===== src/rtl/assert_macros.svh =====
// Assertion macros shared by the RTL of the deque with value search.
// Define ASSERT_OFF to compile every check away; no other dependencies.
`ifndef ASSERT_MACROS_SVH
`define ASSERT_MACROS_SVH

`ifndef ASSERT_OFF
// Check a property at every rising clock edge outside reset.
`define ASSERT_CLK(lbl, clk, rst_n, prop, msg) \
    lbl: assert property (@(posedge clk) disable iff (!rst_n) (prop)) else $error(msg);
// Check that a condition never holds at a rising clock edge outside reset.
`define ASSERT_NEVER(lbl, clk, rst_n, cond, msg) \
    lbl: assert property (@(posedge clk) disable iff (!rst_n) !(cond)) else $error(msg);
`else
`define ASSERT_CLK(lbl, clk, rst_n, prop, msg)
`define ASSERT_NEVER(lbl, clk, rst_n, cond, msg)
`endif

`endif


===== src/rtl/dqs_pkg.sv =====
// Package for the deque with value search: field widths, operation and
// status codes, sequencer states. No dependencies.
`timescale 1ns / 1ps
`default_nettype none

package dqs_pkg;

    localparam int DEPTH_DEF = 16;
    localparam int VALUE_W   = 32;
    localparam int FUNC_W    = 3;
    localparam int STATUS_W  = 2;
    localparam int POS_W     = 5;

    typedef enum logic [FUNC_W-1:0] {
        FN_PUSH_FRONT = 3'd0,
        FN_PUSH_BACK  = 3'd1,
        FN_POP_FRONT  = 3'd2,
        FN_POP_BACK   = 3'd3,
        FN_SEARCH     = 3'd4
    } func_t;

    typedef enum logic [STATUS_W-1:0] {
        STS_OK        = 2'd0,
        STS_EMPTY     = 2'd1,
        STS_FULL      = 2'd2,
        STS_NOT_FOUND = 2'd3
    } status_t;

    typedef enum logic [1:0] {
        S_IDLE,
        S_SCAN,
        S_RESULT
    } state_t;

endpackage

`default_nettype wire


===== src/rtl/deque_with_value_search.sv =====
// Top level of the deque with value search: stream ports, sequencer, shared
// comparator. Depends on dqs_pkg, dqs_ram and assert_macros.svh.
//   A bounded double-ended queue of signed 32-bit values, held as a ring of
//   DEPTH slots with a front pointer and an entry count.
//   Requests arrive on the s_ channel: s_tuser carries the operation (push
//   front, push back, pop front, pop back, search), s_tdata the value.
//   Each request yields exactly one transaction on the m_ channel: m_tuser
//   carries the status, m_tdata the match position and the entry count.
//   For pushes, pops and unused codes the queue is updated at the accepting
//   edge; the result is loaded into the output register from the result step
//   once that register is free. A search runs one stored entry per cycle
//   through a single 32-bit comparator fed by the registered read port of the
//   ring memory, front entry first, and stops at the first match or at the
//   last live entry; an empty search goes straight to the result step.
//   s_tready is high only while the sequencer is idle.
//   A result waiting in the output register does not block a new request;
//   a second result waits in the sequencer until m_tready frees the register.
//   aresetn (synchronous, active low) empties the queue, returns the front
//   pointer to slot 0 and drops any pending result. No clearing pass is run:
//   slots are read only once they have been written.
`timescale 1ns / 1ps
`default_nettype none

`include "assert_macros.svh"

module deque_with_value_search
    import dqs_pkg::*;
#(
    parameter int DEPTH = DEPTH_DEF
) (
    input  wire logic                 aclk,
    input  wire logic                 aresetn,
    input  wire logic                 s_tvalid,
    output logic                      s_tready,
    input  wire logic signed [31:0]   s_tdata,   // [31:0] value
    input  wire logic [2:0]           s_tuser,   // [2:0] func
    output logic                      m_tvalid,
    input  wire logic                 m_tready,
    output logic [15:0]               m_tdata,   // [4:0] position, [9:5] entry_count
    output logic [1:0]                m_tuser    // [1:0] status
);

    localparam int PTR_W = $clog2(DEPTH);
    localparam int CNT_W = $clog2(DEPTH + 1);
    localparam int SUM_W = PTR_W + 2;
    localparam int M_PAD = 16 - 2 * POS_W;

    localparam logic [PTR_W-1:0] LAST_SLOT = PTR_W'(DEPTH - 1);
    localparam logic [CNT_W-1:0] FULL_CNT  = CNT_W'(DEPTH);
    localparam logic [SUM_W-1:0] DEPTH_SUM = SUM_W'(DEPTH);

    // Sequencer and queue state
    state_t                     state_reg, state_next;
    logic [PTR_W-1:0]           front_reg, front_next;
    logic [CNT_W-1:0]           count_reg, count_next;

    // Search context: slot and index of the entry now on the read port
    logic [PTR_W-1:0]           scan_ptr_reg, scan_ptr_next;
    logic [CNT_W-1:0]           scan_idx_reg, scan_idx_next;
    logic signed [VALUE_W-1:0]  value_reg, value_next;

    // Result held until the output register is free
    status_t                    res_status_reg, res_status_next;
    logic [CNT_W-1:0]           res_pos_reg, res_pos_next;

    // Output register
    logic                       m_valid_reg, m_valid_next;
    status_t                    m_status_reg, m_status_next;
    logic [POS_W-1:0]           m_pos_reg, m_pos_next;
    logic [POS_W-1:0]           m_count_reg, m_count_next;

    // Ring memory port
    logic                       ram_we;
    logic [PTR_W-1:0]           ram_waddr;
    logic [VALUE_W-1:0]         ram_wdata;
    logic [PTR_W-1:0]           ram_raddr;
    logic [VALUE_W-1:0]         rd_data;

    logic                       in_accept;
    func_t                      in_func;
    logic                       in_search;
    logic                       scan_busy;
    logic [PTR_W-1:0]           front_dec;
    logic [PTR_W-1:0]           front_inc;
    logic [SUM_W-1:0]           back_sum;
    logic [PTR_W-1:0]           back_slot;
    logic [PTR_W-1:0]           scan_inc;
    logic                       is_match;
    logic                       scan_last;
    logic                       out_free;
    logic                       is_full;
    logic                       is_empty;

    dqs_ram #(
        .DEPTH  (DEPTH),
        .DATA_W (VALUE_W)
    ) u_ram (
        .aclk    (aclk),
        .wr_en   (ram_we),
        .wr_addr (ram_waddr),
        .wr_data (ram_wdata),
        .rd_addr (ram_raddr),
        .rd_data (rd_data)
    );

    assign in_accept = s_tvalid && s_tready;
    assign in_func   = func_t'(s_tuser);
    assign in_search = (in_func == FN_SEARCH);
    assign scan_busy = (state_reg == S_SCAN);
    assign is_full   = (count_reg == FULL_CNT);
    assign is_empty  = (count_reg == '0);

    // Ring pointer arithmetic: wrap at DEPTH, which need not be a power of two
    assign front_dec = (front_reg == '0) ? LAST_SLOT : front_reg - PTR_W'(1);
    assign front_inc = (front_reg == LAST_SLOT) ? '0 : front_reg + PTR_W'(1);
    assign scan_inc  = (scan_ptr_reg == LAST_SLOT) ? '0 : scan_ptr_reg + PTR_W'(1);
    assign back_sum  = SUM_W'(front_reg) + SUM_W'(count_reg);
    assign back_slot = (back_sum >= DEPTH_SUM) ? PTR_W'(back_sum - DEPTH_SUM)
                                               : PTR_W'(back_sum);

    // The shared comparator: one stored entry against the search value per cycle
    assign is_match  = (rd_data == $unsigned(value_reg));
    assign scan_last = ((scan_idx_reg + CNT_W'(1)) == count_reg);
    assign out_free  = !m_valid_reg || m_tready;

    assign ram_wdata = $unsigned(s_tdata);

    // Next state
    always_comb begin
        state_next = state_reg;
        case (state_reg)
            S_IDLE: begin
                if (in_accept) begin
                    if (in_search && !is_empty) begin
                        state_next = S_SCAN;
                    end else begin
                        state_next = S_RESULT;
                    end
                end
            end
            S_SCAN: begin
                if (is_match || scan_last) begin
                    state_next = S_RESULT;
                end
            end
            S_RESULT: begin
                if (out_free) begin
                    state_next = S_IDLE;
                end
            end
            default: begin
                state_next = S_IDLE;
            end
        endcase
    end

    // Outputs and datapath
    always_comb begin
        s_tready        = (state_reg == S_IDLE);
        ram_we          = 1'b0;
        ram_waddr       = front_dec;
        ram_raddr       = scan_busy ? scan_inc : front_reg;
        front_next      = front_reg;
        count_next      = count_reg;
        scan_ptr_next   = scan_ptr_reg;
        scan_idx_next   = scan_idx_reg;
        value_next      = value_reg;
        res_status_next = res_status_reg;
        res_pos_next    = res_pos_reg;
        // Drop the held transaction once the receiver takes it
        m_valid_next    = m_valid_reg && !m_tready;
        m_status_next   = m_status_reg;
        m_pos_next      = m_pos_reg;
        m_count_next    = m_count_reg;

        case (state_reg)
            S_IDLE: begin
                if (in_accept) begin
                    value_next      = s_tdata;
                    scan_ptr_next   = front_reg;
                    scan_idx_next   = '0;
                    res_pos_next    = '0;
                    res_status_next = STS_OK;
                    case (in_func)
                        FN_PUSH_FRONT: begin
                            if (is_full) begin
                                res_status_next = STS_FULL;
                            end else begin
                                ram_we     = 1'b1;
                                ram_waddr  = front_dec;
                                front_next = front_dec;
                                count_next = count_reg + CNT_W'(1);
                            end
                        end
                        FN_PUSH_BACK: begin
                            if (is_full) begin
                                res_status_next = STS_FULL;
                            end else begin
                                ram_we     = 1'b1;
                                ram_waddr  = back_slot;
                                count_next = count_reg + CNT_W'(1);
                            end
                        end
                        FN_POP_FRONT: begin
                            if (is_empty) begin
                                res_status_next = STS_EMPTY;
                            end else begin
                                front_next = front_inc;
                                count_next = count_reg - CNT_W'(1);
                            end
                        end
                        FN_POP_BACK: begin
                            if (is_empty) begin
                                res_status_next = STS_EMPTY;
                            end else begin
                                count_next = count_reg - CNT_W'(1);
                            end
                        end
                        FN_SEARCH: begin
                            // Cleared on the first match
                            res_status_next = STS_NOT_FOUND;
                        end
                        default: begin
                            res_status_next = STS_OK;
                        end
                    endcase
                end
            end
            S_SCAN: begin
                if (is_match) begin
                    res_status_next = STS_OK;
                    res_pos_next    = scan_idx_reg + CNT_W'(1);
                end else if (!scan_last) begin
                    scan_ptr_next = scan_inc;
                    scan_idx_next = scan_idx_reg + CNT_W'(1);
                end
            end
            S_RESULT: begin
                if (out_free) begin
                    m_valid_next  = 1'b1;
                    m_status_next = res_status_reg;
                    m_pos_next    = POS_W'(res_pos_reg);
                    m_count_next  = POS_W'(count_reg);
                end
            end
            default: begin
                s_tready = 1'b0;
            end
        endcase
    end

    // Control state
    always_ff @(posedge aclk) begin
        if (!aresetn) begin
            state_reg   <= S_IDLE;
            front_reg   <= '0;
            count_reg   <= '0;
            m_valid_reg <= 1'b0;
        end else begin
            state_reg   <= state_next;
            front_reg   <= front_next;
            count_reg   <= count_next;
            m_valid_reg <= m_valid_next;
        end
    end

    // Payload
    always_ff @(posedge aclk) begin
        scan_ptr_reg   <= scan_ptr_next;
        scan_idx_reg   <= scan_idx_next;
        value_reg      <= value_next;
        res_status_reg <= res_status_next;
        res_pos_reg    <= res_pos_next;
        m_status_reg   <= m_status_next;
        m_pos_reg      <= m_pos_next;
        m_count_reg    <= m_count_next;
    end

    assign m_tvalid = m_valid_reg;
    assign m_tdata  = {{M_PAD{1'b0}}, m_count_reg, m_pos_reg};
    assign m_tuser  = m_status_reg;

    // The count never runs past the ring size
    `ASSERT_NEVER(a_count_bound, aclk, aresetn, count_reg > FULL_CNT, "count exceeds depth")
    // The scan never reaches beyond the live entries
    `ASSERT_CLK(a_scan_range, aclk, aresetn, scan_busy |-> scan_idx_reg < count_reg, "scan overrun")
    // A push, pop or unused code goes straight to the result step
    `ASSERT_CLK(a_update, aclk, aresetn, in_accept && !in_search |=> !scan_busy, "update overran")

endmodule

`default_nettype wire


===== src/rtl/dqs_ram.sv =====
// Ring storage for the deque: one write port, one read port, registered read.
// Depends on dqs_pkg for the default depth and the value width.
`timescale 1ns / 1ps
`default_nettype none

module dqs_ram
    import dqs_pkg::*;
#(
    parameter int DEPTH  = DEPTH_DEF,
    parameter int DATA_W = VALUE_W
) (
    input  wire logic                      aclk,
    input  wire logic                      wr_en,
    input  wire logic [$clog2(DEPTH)-1:0]  wr_addr,
    input  wire logic [DATA_W-1:0]         wr_data,
    input  wire logic [$clog2(DEPTH)-1:0]  rd_addr,
    output logic      [DATA_W-1:0]         rd_data
);

    logic [DATA_W-1:0] mem [DEPTH];

    // Write and read share the clock; contents need no reset.
    always_ff @(posedge aclk) begin
        if (wr_en) begin
            mem[wr_addr] <= wr_data;
        end
        rd_data <= mem[rd_addr];
    end

endmodule

`default_nettype wire


===== config.mk =====
export PLATFORM = sky130hd
export DESIGN_NAME = deque_with_value_search
export DESIGN_NICKNAME = d
export VERILOG_FILES = /design/src/rtl/dqs_pkg.sv /design/src/rtl/deque_with_value_search.sv /design/src/rtl/dqs_ram.sv
export VERILOG_INCLUDE_DIRS = /design/src /design/src/rtl
export SDC_FILE = /design/constraint.sdc
export NUM_CORES = 1
export LEC_CHECK = 0
export BUFFER_PORTS_ARGS = -buffer_cell sky130_fd_sc_hd__buf_2
export CAP_MARGIN = 20
export CORE_MARGIN = 3
export CORE_UTILIZATION = 62
export CTS_CLUSTER_DIAMETER = 200
export DETAILED_ROUTE_END_ITERATION = 7
export GPL_TIMING_DRIVEN = 0
export PLACE_DENSITY_LB_ADDON = 0.12
export SLEW_MARGIN = 20
export SYNTH_ARGS = -nofsm -noshare
export SYNTH_HDL_FRONTEND = slang
export SYNTH_SLANG_ARGS = --single-unit

===== constraint.sdc =====
create_clock -name aclk -period 4.9 [get_ports aclk]
set_input_delay 0.245 -clock aclk [delete_from_list [all_inputs] [get_ports aclk]]
set_output_delay 0.245 -clock aclk [all_outputs]
set_load 0.01 [all_outputs]

* After elaboration in Yosys (flattened, before gate mapping) *
Memory sizes are Yosys's and may differ from the RTL's. A register that Yosys moved wholly into a read port is not among the register bits.
Cells that the tools add are included.
Widths: inputs -> output; s select.

word-level totals
  register bits after elaboration = 72
  bits in writable memories = 512
  bits of input ports = 39
  output and inout port bits = 20
  logic and storage cells = 112
  memories kept = 1

operators by class
  add/subtract/negate cells = 8
  order comparisons = 1
  eq/ne operators = 21
  mux-type cells = 45
  reductions and logical operators = 24

memory list
  memory     depth  bits a word  read ports  clocked after memory_dff  wr ports  line           RTL
  u_ram.mem  16     32           1           1                         1         dqs_ram.sv:20  logic [DATA_W-1:0] mem [DEPTH];

operators by type and width
  kind                 number
  $mux 4               14
  $eq 32x32->1         1
  $mux 5               6
  $pmux 5 s2           3
  $ne 2x2->1 const B   8
  $pmux 4 s2           2
  $mux 2               7
  $pmux 2 s3           2
  $add 5x1->5 const B  2
  $mux 1               10
  $reduce_and 5->1     2
  $add 4x1->4 const B  2
  $eq 4x4->1 const B   2
  $sub 4x1->4 const B  2
  $add 4x5->6          1
  $eq 3x2->1 const B   2
  $ge 6x5->1 const B   1
  $reduce_and 3->1     2
  $reduce_bool 2->1    3
  $eq 5x5->1           1
  $eq 5x5->1 const B   1
  $logic_not 5->1      1
  $sub 5x1->5 const B  1
  $logic_not 4->1      1
  14 further kinds     22

* Logic depth before layout (Yosys ltp) *
Gate-level depths: netlist of the first run.

  word-level depth = 7
  mapped depth = 11
  depth with buffers taken out = 9

* Hierarchy *
Synthesis of the first run repeated with hierarchy kept, for this count alone.

second synthesis, totals
  cells, all modules = 1114
  area, all modules = 23298.6 sq um

modules (own cells, without submodules)
  module                   instances  cells an instance  area each (sq um)  sequential area each (sq um)
  dqs_ram                  1          838                19835.3            16015.4
  deque_with_value_search  1          276                3463.3             2042.0

* Worst setup path before layout of the first run *
Ideal clock, no wire load.

  kind = reg-to-reg
  start point = register state_reg[0]
  end point = memory u_ram.mem[5][0] (netlist bit), enable pin
  library setup time = 0.421 ns
  data arrival time = 3.326 ns
  data required time = 4.479 ns
  path slack = 1.153 ns
  cell stages (with the launch flop) = 8
  buffers on the path = 1
  period minus slack after synthesis = 3.747 ns
  cell sequence = dfxtp_1 buf_4 or3b_1 a2111oi_2 and2_2 mux2i_1 nand2_1 nor2_1

on the way
  longest elaborated chain between the ends = 7
  elaborated cells on any way between the ends = 9
  those cells by class = mux (7); reduce/logical (2)

ends and longest elaborated chain
  item                          line                                                            RTL
  from (decl)                   deque_with_value_search.sv:53                                   state_t state_reg, state_next;
  from (signal assigned)        deque_with_value_search.sv:260                                  state_reg <= state_next;
  $logic_not 2->1 *             deque_with_value_search.sv:159, deque_with_value_search.sv:176
  $mux 1                        deque_with_value_search.sv:176                                  case (state_reg)
  $logic_and 1x1->1             deque_with_value_search.sv:106                                  assign in_accept = s_tvalid && s_tready;
  $mux 1                        deque_with_value_search.sv:178                                  if (in_accept) begin
  $mux 1                        deque_with_value_search.sv:176
  $mux 1                        dqs_ram.sv:24                                                   if (wr_en) begin
  $mux 1 (not written as such)  dqs_ram.sv:25                                                   mem[wr_addr] <= wr_data;
  to (decl)                     dqs_ram.sv:20

Mark *: on every way between the ends. The rest lies on a longest branch, timed or not.

* Final worst setup path of the first run *
  start point = register state_reg[0]
  end point = memory u_ram.mem[1][9] (netlist bit), enable pin

Same word-level chain as after synthesis.

==> results.txt, run 1 <==
Worst Setup End Kind = flop
ANT nets after route = 0
PwrDens = 401 nW/um2
VDD IR-drop max = 352 uV
DR vias = 13,448
Grt total ovfl = 0
Pin count of the biggest net entering global routing = 22
Diodes inserted = 0
Cell area after layout = 27,200 um2
Fillers = 2,352
CTS tree = built
Worst Max-Slew Pin Slew = 956 ps
Setup_tns = 0 ps
CP Cell Sequence = buf_4 > or3b_1 > a2111oi_2 > and2_2 > mux2i_1 > nand2_1 > nor2_4 > buf_16
Max incr delay on CP = 690 ps
Pre-CTS setup slack = 1210 ps
Layout cells sized above 1 = 19.4%
Placed cell area = 25,300 um2
Outcome = finished, final reports clean
Worst Path Arrival = 4070 ps
Critical Path Fanout Max = 17
Routed wire length per instance = 27.2 um
Fin crit period = 3770 ps
Most used DFF post-synth = edfxtp_1
Root Driver = clkbuf_16
Slew headroom = 35.6%
Finish-stage setup viols = 0
Core ar. = 37,800 um2
RSZ-0062 raised after global routing = no
Worst Path Required = 5210 ps
Max reg flops = 512
Setup ws final = 1130 ps
First-pass GRT wire length = 84,200 um
Vias per cell = 6.47
Cell area after synthesis = 23,800 um2
#FFs+latches synth = 616
DIE HEIGHT = 202 um
Worst skew pair latency = 610 ps
DRT Pass-1 Iters = 5
Nets@finish = 1,572
Slowest cell on crit path = nor2_4
Clk_skew = 14.2 ps
Critical path class = flop to flop
Max Buffers Root-to-Sink = 3
Clock-pin slew on the worst setup and hold paths = 60 ps
Hold WC Path Type = input port to flop
Antenna violations before repair = 0
Sequential cell area fraction in the yosys report = 75.7%
EDFF count, synth = 572
Die width = 202 um
Most instantiated cells after synthesis = edfxtp_1, mux2_2, nor2_1, a221o_1, mux2i_1
Count leader, synth = edfxtp_1
WL final = 56,600 um
Num rows = 71
TritonCTS buffer count = 58
Initial core utilization = 63.2%
Vias in the first global route = 13,444
FMAX = 265 MHz
Area growth syn-to-layout = 14.0%
MaxCap Viol Count = 0
Resize count post-CTS = 0
PortBufs = 52
H-tree depth = 2
Slew Limit Fails = 0
All-layer global routing usage = 27.8%
Clock sinks = 616
Tcrit/Tclk final = 76.9%
Synth area leaders = edfxtp_1, mux2_2, a221o_1, dfxtp_1, mux2i_1
First-iteration detailed-routing DRC count = 1,458
Yosys cell types = 55
DRC viols = 0
Ys Warns = 0
Gate Count Post-Synth = 1,380
Synth async-reset ratio = 0%
DP HPWL = 35,600 um
Die ar. = 40,900 um2
Synth area leader = edfxtp_1
Syn avg cell area = 17.3 um2
Hold slack = 25.8 ps
Final hold vios = 0
Startpoint types = flop
Total power = 10,900 uW
I/O Pins = 59
Static leakage = 0.00922 uW
Share of the synthesized area in the top cell type = 72.0%
Gp weighted congestion = 0.812
==> layout by cell type (no fill, tap or decap), types with 9 or more instances in the layout <==
cell type and instances:
edfxtp_1 572, mux2_2 98, a221o_1 96, nor2_1 81, buf_2 72, mux2i_1 67
clkbuf_1 63, clkbuf_16 59, a21oi_1 45, dfxtp_1 44, xnor2_1 43, o22ai_1 33
o221ai_1 32, o31ai_1 32, nor2_4 16, nand2_1 13, clkinv_1 13, inv_1 12
buf_4 11, ha_1 10, buf_12 10, xor2_1 9
==> final cells by class <==
type                       count  area (um2)  area share (%)
tap                          511         639            2.35
sequential                   616       18100            66.4
clock buffer                  81        1630            5.99
buffer                        87         429            1.58
inverter                      13        48.8           0.180
timing repair buffer          76         718            2.64
clock inverter                27         208           0.764
multi-input combinational    669        5460            20.1
==> layer usage <==
| layer | part of all wire (%) | routed length, um | track usage (%) | vias up |
|---|---|---|---|---|
| li1 | - | - | - | 5828 |
| met1 | 41 | 23200 | 39.3 | 6839 |
| met2 | 48 | 27100 | 44.8 | 655 |
| met3 | 7.9 | 4470 | 4.49 | 126 |
| met4 | 3.3 | 1840 | 10.5 | 0 |
| met5 | 0 | 0 | 0 | - |
==> stage by stage <==
stage          std cells  utilization [%]
5_1_grt             2080             72.0
2_1_floorplan       1385                -
3_3_place_gp        1948             65.6
3_5_place_dp        1966             67.0
4_1_cts             2080             72.0
6_report            2080             72.0
==> kinds of logic (layout without fill, tap and decap cells) <==
kind of cell | Yosys count | after routing | synth area share, %
flops | 616 | 616 | 75.7
other cells | 1 | 6 | 0.0157
compound gates | 275 | 275 | 9.20
buf+inv | 100 | 284 | 2.00
simple gates | 159 | 159 | 3.01
mux | 165 | 165 | 7.44
fa+ha+maj | 12 | 12 | 0.693
xor+xnor | 52 | 52 | 1.91
==> worst max-delay path, delay by kind of cell, from the launching register on <==
kind / cells / cell delay, ps
mux: 1 / 390
simple gates: 4 / 1790
compound gates: 1 / 560
flops: 1 / 300
buf+inv: 2 / 420
==> what timing repair did <==
action | 4_1_cts | 5_1_grt
setup buffers | 0 | 0
hold buffers | 6 | 0
endpoints found under the hold margin | 61 | 0
setup endpoints to repair | 0 | 0
==> power breakdown <==
| part | internal, uW | leakage (uW) | switching, uW | total [uW] |
|---|---|---|---|---|
| Clock | 2470 | 0.000886 | 1850 | 4320 |
| Sequential | 5850 | 0.00555 | 44.6 | 5890 |
| Combinational | 233 | 0.00278 | 450 | 683 |
| Total | 8550 | 0.00922 | 2350 | 10900 |
==> final timing paths <==
check                 startpoint                end  slack, ps  cells past startpoint
setup reg to reg    state_reg[0]    u_ram.mem[1][9]       1130                      8
setup / recovery    state_reg[0]    u_ram.mem[1][9]       1130                      8
hold / removal       s_tdata[25]  u_ram.mem[15][25]         30                      1
hold reg to reg   res_pos_reg[2]       m_pos_reg[2]        420                      0
Note: power is estimated with default switching activity, not from simulation.
==> run 2, diff against run 1 <==
- ABC_AREA: default -> 1
- clock period: 4.9 -> 3.9 ns (I/O delays scaled with it)
==> results.txt, run 2 <==
Clock sinks = 616
Sw frac = 23.9%
DRT Pass-1 Iters = 6
DR vias = 16,943
DRC viols = 0
Yosys cell types = 40
Comb pwr share = 9.6%
Most frequent cells in the layout = edfxtp_1, o211ai_1, nand2_1, inv_1, a21oi_1
DIE HEIGHT = 207 um
Slew Limit Fails = 0
Worst Path Arrival = 3850 ps
Pin count of the biggest net entering global routing = 34
Area growth syn-to-layout = 15.1%
Synth Area in Adders = 0.660%
Cell area after synthesis = 25,000 um2
Most used DFF post-synth = edfxtp_1
Layout cells sized above 1 = 13.8%
Share of the synthesized area in the top cell type = 68.7%
Synth Area in Simple Gates = 6.69%
Synth async-reset ratio = 0%
Fin crit period = 3550 ps
Final hold vios = 0
Antenna violations before repair = 0
Multi-input gate area = 5760 um2
Tcrit/Tclk final = 90.9%
Setup_tns = 0 ps
Vias in the first global route = 16,748
Gate Count Post-Synth = 1,913
Synth area leaders = edfxtp_1, o211ai_1, nand2_1, dfxtp_1, a21oi_1
Setup ws final = 353 ps
Ys Warns = 0
Syn avg cell area = 13.1 um2
Mux contribution to synthesized area = 0%
Grt total ovfl = 0
Static leakage = 0.00993 uW
Root Driver = clkbuf_16
All-layer global routing usage = 33.0%
Fillers = 2,518
Worst Path Required = 4210 ps
Initial core utilization = 63.7%
Reg area = 18,100 um2
Routed wire length per instance = 26.2 um
H-tree depth = 2
Pint = 10,900 uW
Vias per cell = 6.38
Synth area leader = edfxtp_1
RSZ-0062 raised after global routing = no
Synth Area in Compound Gates = 13.6%
Total power = 14,300 uW
Outcome = finished, final reports clean
PwrDens = 497 nW/um2
Count leader, synth = edfxtp_1
Gp weighted congestion = 0.852
Startpoint types = flop
PortBufs = 52
Hold WC Path Type = input port to flop
Pre-CTS setup slack = 156 ps
Largest family of logic cells by synthesized area = compound AO/OA/AOI/OAI gates
Diodes inserted = 0
Num rows = 72
WL final = 69,600 um
Critical Path Fanout Max = 33
I/O Pins = 59
Finish-stage setup viols = 0
Core ar. = 39,300 um2
Worst Setup End Kind = flop
Sequential cell area fraction in the yosys report = 72.2%
ANT nets after route = 0
Most common cell after layout, fill and taps aside = edfxtp_1
EDFF count, synth = 572
DP HPWL = 44,200 um
Worst skew pair latency = 610 ps
TritonCTS buffer count = 58
Clk_skew = 16.2 ps
Die ar. = 42,800 um2
Sw Pwr = 3420 uW
Clock power share = 38.1%
XOR/XNOR Fraction of Synth Area = 1.47%
Nets@finish = 2,137
Die width = 207 um
Max reg flops = 512
Seq pwr share = 52.3%
Critical path class = flop to flop
CTS tree = built
First-iteration detailed-routing DRC count = 2,042
Worst Max-Slew Pin Slew = 993 ps
Most instantiated cells after synthesis = edfxtp_1, o211ai_1, nand2_1, inv_1, a21oi_1
Max Buffers Root-to-Sink = 3
Slew headroom = 33.8%
FMAX = 282 MHz
First-pass GRT wire length = 103,000 um
Clock-pin slew on the worst setup and hold paths = 60 ps
MaxCap Viol Count = 0
#FFs+latches synth = 616
VDD IR-drop max = 519 uV
[run 2: per-stage QoR]
stage / instances / util [%] / area (um2) / hold slack, ps
floorplan: 1918 / - / 25000 / 293
global placement: 2488 / 66.0 / 25900 / 409
detailed placement: 2511 / 67.8 / 26600 / 405
CTS: 2654 / 73.3 / 28800 / 1.65
global route: 2654 / 73.3 / 28800 / 24.0
finish: 2654 / 73.3 / 28800 / 21.9
[run 2: cells by family (layout without fill, tap and decap cells)]
family / count (synthesis) / in the layout
compound gates: 547 / 547
xor+xnor: 42 / 42
fa+ha+maj: 12 / 12
buf+inv: 305 / 523
flops: 616 / 616
other cells: 1 / 6
simple gates: 390 / 390
[run 2: power by group through the flow]
stage	Clock (uW)	Combinational [uW]	Sequential, uW
5_1_grt	5720	1470	7490
3_3_place_gp	0	1220	7620
3_5_place_dp	0	1300	7620
2_1_floorplan	0	760	7610
4_1_cts	5450	1340	7480
6_report	5440	1370	7480
[run 2: timing repair]
action | 4_1_cts | 5_1_grt
endpoints found under the setup margin | 0 | 123
endpoints found under the hold margin | 504 | 0
gates resized for setup | 0 | 2
buffers inserted | 0 | 0
hold buffers | 33 | 0
[run 2: routing by layer]
layer	routed length [um]	GRT usage (%)	vias to the layer above
li1	-	-	7369
met5	0	0	-
met1	25800	44.5	8238
met2	33400	53.7	1133
met3	7850	7.06	203
met4	2540	12.5	0
[run 2: path summary, 6_finish.rpt]
path | from | end | slack, ps | depth (start not counted)
min reg2reg | res_pos_reg[3] | m_pos_reg[3] | 420 | 0
max reg2reg | state_reg[1] | u_ram.mem[1][9] | 350 | 10
min | s_tdata[19] | u_ram.mem[2][19] | 20 | 1
max | state_reg[1] | u_ram.mem[1][9] | 350 | 10
[run 2: area by class of cell]
| cell class | instances | area share [%] |
|---|---|---|
| repair buffers | 108 | 4.05 |
| clock inverters | 28 | 0.617 |
| flip-flops and latches | 616 | 62.7 |
| well taps | 518 | 2.25 |
| plain buffers | 126 | 2.27 |
| clock buffers | 82 | 5.72 |
| inverters | 179 | 2.36 |
| multi-input cells | 997 | 20.0 |
[run 2: worst max-delay path, cell delays in order, from the launching register on]
cell	delay (ps)
dfxtp_1	390
nor2_2	230
nand2_2	130
inv_4	460
nand2_4	120
nor2_8	200
nand2_4	90
o21ai_2	270
nand3_1	350
nor2_4	710
buf_16	250
